**config.mk**
```make
export PLATFORM = sky130hd
export DESIGN_NAME = vrl_merge
export DESIGN_NICKNAME = d
export VERILOG_FILES = /design/src/sv/vrl_pkg.sv /design/src/sv/vrl_merge.sv
export SDC_FILE = /design/constraint.sdc
export NUM_CORES = 1
export LEC_CHECK = 0
export BUFFER_PORTS_ARGS = -buffer_cell sky130_fd_sc_hd__buf_4
export CAP_MARGIN = 0
export CORE_ASPECT_RATIO = 1.25
export CORE_MARGIN = 8
export CORE_UTILIZATION = 42
export DETAILED_ROUTE_END_ITERATION = 12
export PLACE_DENSITY_LB_ADDON = 0.15
export SYNTH_ARGS = -nofsm -noshare
export SYNTH_HDL_FRONTEND = slang
export SYNTH_SLANG_ARGS = --single-unit
```
**constraint.sdc**
```tcl
create_clock -name i_clk -period 1.7 [get_ports i_clk]
set_clock_uncertainty 0.05 [all_clocks]
set_input_delay 0.51 -clock i_clk [delete_from_list [all_inputs] [get_ports i_clk]]
set_output_delay 0.51 -clock i_clk [all_outputs]
set_load 0.01 [all_outputs]
```
**src/sv/vrl_pkg.sv**
```systemverilog
// Shared types and constants for the velocity ramp limiter.
// No dependencies; imported by every module of the block.
`timescale 1ns / 1ps
`default_nettype none

package vrl_pkg;

    // Field widths
    localparam int VEL_W  = 32;   // Q16.16 velocity and displacement
    localparam int CFG_W  = 31;   // unsigned Q15.16 rates and limit
    localparam int DIR_W  = 16;   // signed Q2.14 direction
    localparam int TIME_W = 16;   // unsigned Q0.16 frame time

    // Saturation limits of a velocity
    localparam logic [VEL_W-1:0] VEL_MAX = {1'b0, {(VEL_W-1){1'b1}}};
    localparam logic [VEL_W-1:0] VEL_MIN = {1'b1, {(VEL_W-1){1'b0}}};

    // Operation codes (the fourth code leaves the velocity unchanged)
    typedef enum logic [1:0] {
        OP_ACCEL = 2'd0,
        OP_TICK  = 2'd1,
        OP_LOAD  = 2'd2
    } t_op;

    // Sequencer strobes shared by both axis lanes
    typedef struct packed {
        t_op  op;
        logic st1;   // products of time, clamp
        logic st2;   // acceleration product, friction
        logic st3;   // velocity update, displacement
    } t_lane_ctl;

endpackage

`default_nettype wire

```
**src/sv/vrl_merge.sv**
```systemverilog
// Merge stage: joins both lanes, derives motion flags, holds the result register.
// Depends on vrl_pkg; instantiated by velocity_ramp_limiter_unit.
`timescale 1ns / 1ps
`default_nettype none

module vrl_merge
    import vrl_pkg::*;
(
    input  wire                 i_clk,
    input  wire                 i_rst_n,
    input  wire                 i_capture,
    input  wire [VEL_W-1:0]     i_vel_x,
    input  wire [VEL_W-1:0]     i_vel_y,
    input  wire [VEL_W-1:0]     i_disp_x,
    input  wire [VEL_W-1:0]     i_disp_y,
    input  wire                 i_ready,
    output logic                o_valid,
    output logic [135:0]        o_data
);

    logic       r_valid;
    logic [135:0] r_data;
    logic [4:0] w_flags;

    // Motion flags: down, up, right, left, moving (high to low)
    always_comb begin
        w_flags[0] = (|i_vel_x) || (|i_vel_y);
        w_flags[1] = i_vel_x[VEL_W-1];
        w_flags[2] = !i_vel_x[VEL_W-1] && (|i_vel_x);
        w_flags[3] = i_vel_y[VEL_W-1];
        w_flags[4] = !i_vel_y[VEL_W-1] && (|i_vel_y);
    end

    // Result payload
    always_ff @(posedge i_clk) begin
        if (i_capture) begin
            r_data <= {3'b000, w_flags, i_disp_y, i_disp_x, i_vel_y, i_vel_x};
        end
    end

    // Result valid
    always_ff @(posedge i_clk) begin
        if (!i_rst_n) begin
            r_valid <= 1'b0;
        end else if (i_capture) begin
            r_valid <= 1'b1;
        end else if (i_ready) begin
            r_valid <= 1'b0;
        end
    end

    assign o_valid = r_valid;
    assign o_data  = r_data;

endmodule

`default_nettype wire

```
Word-level counts from Yosys, hierarchy flattened
Index checks and enable logic that the tools add are counted.
{"block": "word_totals", "reg_bits": 134, "inputBits": 132, "wordCells": 12}
{"block": "op_classes", "muxes": 2, "reduce_logical": 8}
{"op": "$reduce_or A32 Y1", "count": 2}
{"op": "$logic_and A1 B1 Y1", "count": 2}
{"op": "$logic_not A1 Y1", "count": 2}
{"op": "$mux W1", "count": 2}
{"op": "$reduce_bool A2 Y1", "count": 1}
{"op": "$logic_or A1 B1 Y1", "count": 1}

Longest topological paths before layout
{"block": "logic_depth", "word_depth": 2, "ltp_mapped": 3, "mapped_depth_nobuf": 3}

Least setup slack after synthesis
OpenSTA, ideal clock, no wires.
{"block": "synth_path", "path_type": "input to register", "startpoint": "input port i_vel_y[9]", "endpoint": "register r_data[128] (netlist: o_data[128]) (data pin)", "arrival_time_ns": 1.035, "required_time_ns": 1.386, "path_slack_ns": 0.351, "path_stages": 3, "path_cell_list": "nor4_1 > and4_1 > nand4_1"}
{"block": "synth_between", "elab_chain_len": 2}
{"item": "start, declared", "line": "vrl_merge.sv:13", "text": "input wire [VEL_W-1:0] i_vel_y,"}
{"item": "$reduce_or A32 Y1", "line": "vrl_merge.sv:27", "text": "w_flags[0] = (|i_vel_x) || (|i_vel_y);"}
{"item": "$logic_or A1 B1 Y1", "line": "vrl_merge.sv:27"}
{"item": "net w_flags[0]", "line": "vrl_merge.sv:23", "text": "logic [4:0] w_flags;"}
{"item": "end signal, assigned", "line": "vrl_merge.sv:37", "text": "r_data <= {3'b000, w_flags, i_disp_y, i_disp_x, i_vel_y, i_vel_x};"}
{"item": "end, declared", "line": "vrl_merge.sv:22", "text": "logic [135:0] r_data;"}
The timed path passes the listed nets, and every way through them passes these cells.
A chain may end at the register's enable or synchronous reset.

==> impl_metrics.env <==
export IMPL_drv_cap=0
export IMPL_busiest_layer="met2"
export IMPL_via_count=2724
export IMPL_reg2reg_slack_ns=0.96
export IMPL_syn_inst=163
export IMPL_drive_gt1_frac=0.6401
export IMPL_yosys_warnings=0
export IMPL_r2r_end="o_valid$_SDFFE_PN0P_"
export IMPL_place_inst=558
export IMPL_gr_usage_met2=0.3133
export IMPL_hold_violations=0
export IMPL_hold_buffers=0
export IMPL_dpl_hpwl_um=9704
export IMPL_numCtsBuffers=17
export IMPL_die_area_um2=13370
export IMPL_p_total_w=0.008605
export IMPL_port_buffers=265
export IMPL_post_drt_wl_per_cell_um=20.37
export IMPL_holdPathStages=1
export IMPL_cts_sinks=132
export IMPL_rows=40
export IMPL_cp_required_ns=1.14
export IMPL_setup_viol=0
export IMPL_synth_edf_count=131
export IMPL_crit_path_max_fanout=2
export IMPL_holdCritPathClass="primary input to register"
export IMPL_fin_cells=590
export IMPL_netlist_top_cells_count="131 x edfxtp_1, 16 x nor4_1, 5 x buf_4"
export IMPL_post_cts_resized=0
export IMPL_finalWirelength_um=12020
export IMPL_detail_route_iter0_violations=96
export IMPL_crit_end="o_data[31]"
export IMPL_ant_nets=0
export IMPL_place_ws_ns=-0.03555
export IMPL_rsz0062_at_grt="false"
export IMPL_fin_crit_ns=1.540
export IMPL_hp_start="i_disp_x[30]"
export IMPL_vias_per_cell=4.617
export IMPL_seq_area_um2=3954
export IMPL_multiInputGateArea_um2=176.4
export IMPL_cpPeakStageDelay_ns=0.41
export IMPL_use_met3=0.09608
export IMPL_dr_pass1_iters=4
export IMPL_fillers=641
export IMPL_yosysTopAreaCell="edfxtp_1"
export IMPL_startpoint="o_data[129]$_DFFE_PP_"
export IMPL_cts_setup_buffers=0
export IMPL_grt_overflow=0
export IMPL_critPathLaunchType="register"
export IMPL_cp_arrival_ns=0.98
export IMPL_clk_path_buf_depth=2
export IMPL_worstSetupPathType="register to output port"
export IMPL_die_width_um=105.0
export IMPL_synth_avg_cell_area_um2=25.52
export IMPL_power_density_nw_per_um2=1234
export IMPL_path_depth=1
export IMPL_grtUsageMet1=0.1668
export IMPL_grt_pass1_wl_um=17350
export IMPL_max_freq_mhz=649.2
export IMPL_yosysMostFrequentCell="edfxtp_1"
export IMPL_track_usage=0.1762
export IMPL_synth_seq_cells=132
export IMPL_cp_end_kind="output port"
export IMPL_cellLeakagePower_nw=2.947
export IMPL_critPathTopFamily="flip-flops"
export IMPL_cts_tree="yes"
export IMPL_async_flop_share=0
export IMPL_vdd_ir_drop_max_uv=837.7
export IMPL_diodes=0
export IMPL_post_route_period_util=0.9062
export IMPL_synthTopCellsByArea="edfxtp_1 95%, nor4_1 2.4%, buf_4 0.90%"
export IMPL_ff2ff_path_depth=2
export IMPL_r2r_start="o_valid$_SDFFE_PN0P_"
export IMPL_syn_area_um2=4160
export IMPL_synth_top_area_frac=0.9456
export IMPL_pin_count=269
export IMPL_coreArea_um2=9609
export IMPL_hold_ws_ns=0.2324
export IMPL_fp_dieH_um=127.3
export IMPL_drc=0
export IMPL_nets=583
export IMPL_cp_buffers_inverters=1
export IMPL_path_clk_slew_ns=0.06
export IMPL_cts_max_level=4
export IMPL_cp_slowest_cell="edfxtp_1"
export IMPL_start_util=0.4329
export IMPL_grt_pass1_vias=2948
export IMPL_drv_slew=0
export IMPL_synthFlopType="edfxtp_1"
export IMPL_gp_congestion=0.7506
export IMPL_status="finished clean"
export IMPL_cp_cell_sequence="buf_4"
export IMPL_fin_ws_ns=0.1595
export IMPL_antenna_found_initial=0
export IMPL_cts_root_buf="clkbuf_16"
export IMPL_grt_max_degree=49
export IMPL_seq_area_frac_synth=0.9504
export IMPL_synth_cell_type_count=10
export IMPL_clk_latency_ns=0.40
export IMPL_area_delta_synth_final_pct=67.64
==> cell families after synthesis <==
kind of cell | share of synthesized area
flops | 0.9504
simple gates | 0.03549
buf+inv | 0.009024
compound gates | 0.004211
other cells | 0.0009014
==> state kept, by name (all words and copies together), names as in the netlist <==
name and count:
o_data 131, o_valid 1
==> through the flow <==
| step | utilization | area [um^2] | TNS [ns] |
|---|---|---|---|
| final | 0.7258 | 6974 | 0 |
| after global placement | 0.6613 | 6355 | -0.2003 |
| after floorplan | - | 4168 | 0 |
| after CTS | 0.7258 | 6974 | 0 |
| after detailed placement | 0.6613 | 6355 | -0.03618 |
| after global routing | 0.7258 | 6974 | 0 |
==> power breakdown <==
group          internal (W)  switching, W  leakage [nW]
Sequential          0.00387     0.0000709          1.29
Combinational      0.000502      0.000388          1.36
Clock               0.00256       0.00121         0.299
Total               0.00693       0.00167          2.95
==> routing by layer <==
metal  vias to the layer above  share of wire  wire, um
li1                       1251              -         -
met1                      1294           0.33      3932
met2                       168           0.55      6635
met3                        11           0.11      1327
met4                         0          0.010       121
met5                         -              0         0
==> worst min-delay path by stage <==
stage	endpoint	slack [ns]
after global placement	o_valid$_SDFFE_PN0P_	0.51
after CTS	o_data[94]$_DFFE_PP_	0.21
after detailed placement	o_valid$_SDFFE_PN0P_	0.53
after global routing	o_data[103]$_DFFE_PP_	0.21
final	o_data[94]$_DFFE_PP_	0.23
after floorplan	o_data[0]$_DFFE_PP_	0.56
==> layout by cell type, fill, tap and decap left out <==
master      synthesis  routed
o21a_1              1       1
nor4_1             16      16
clkbuf_16           0      17
dfxtp_1             1       1
edfxtp_1          131     131
clkinvlp_4          0       1
conb_1              1       3
buf_4               5     270
nand4_1             1       1
bufinv_16           0       5
buf_12              0       2
clkbuf_1            0       1
a21oi_1             2       2
clkinv_1            0       6
and4_1              4       4
clkinv_2            0       2
nor2b_1             1       1
==> cell type report <==
type | count | area share
Timing Repair Buffer | 272 | 0.2964
Clock buffer | 18 | 0.06154
Multi-Input combinational cell | 28 | 0.02530
Sequential cell | 132 | 0.5669
Tap cell | 126 | 0.02260
Clock inverter | 14 | 0.02727
Power figures use the tool's default switching activity.
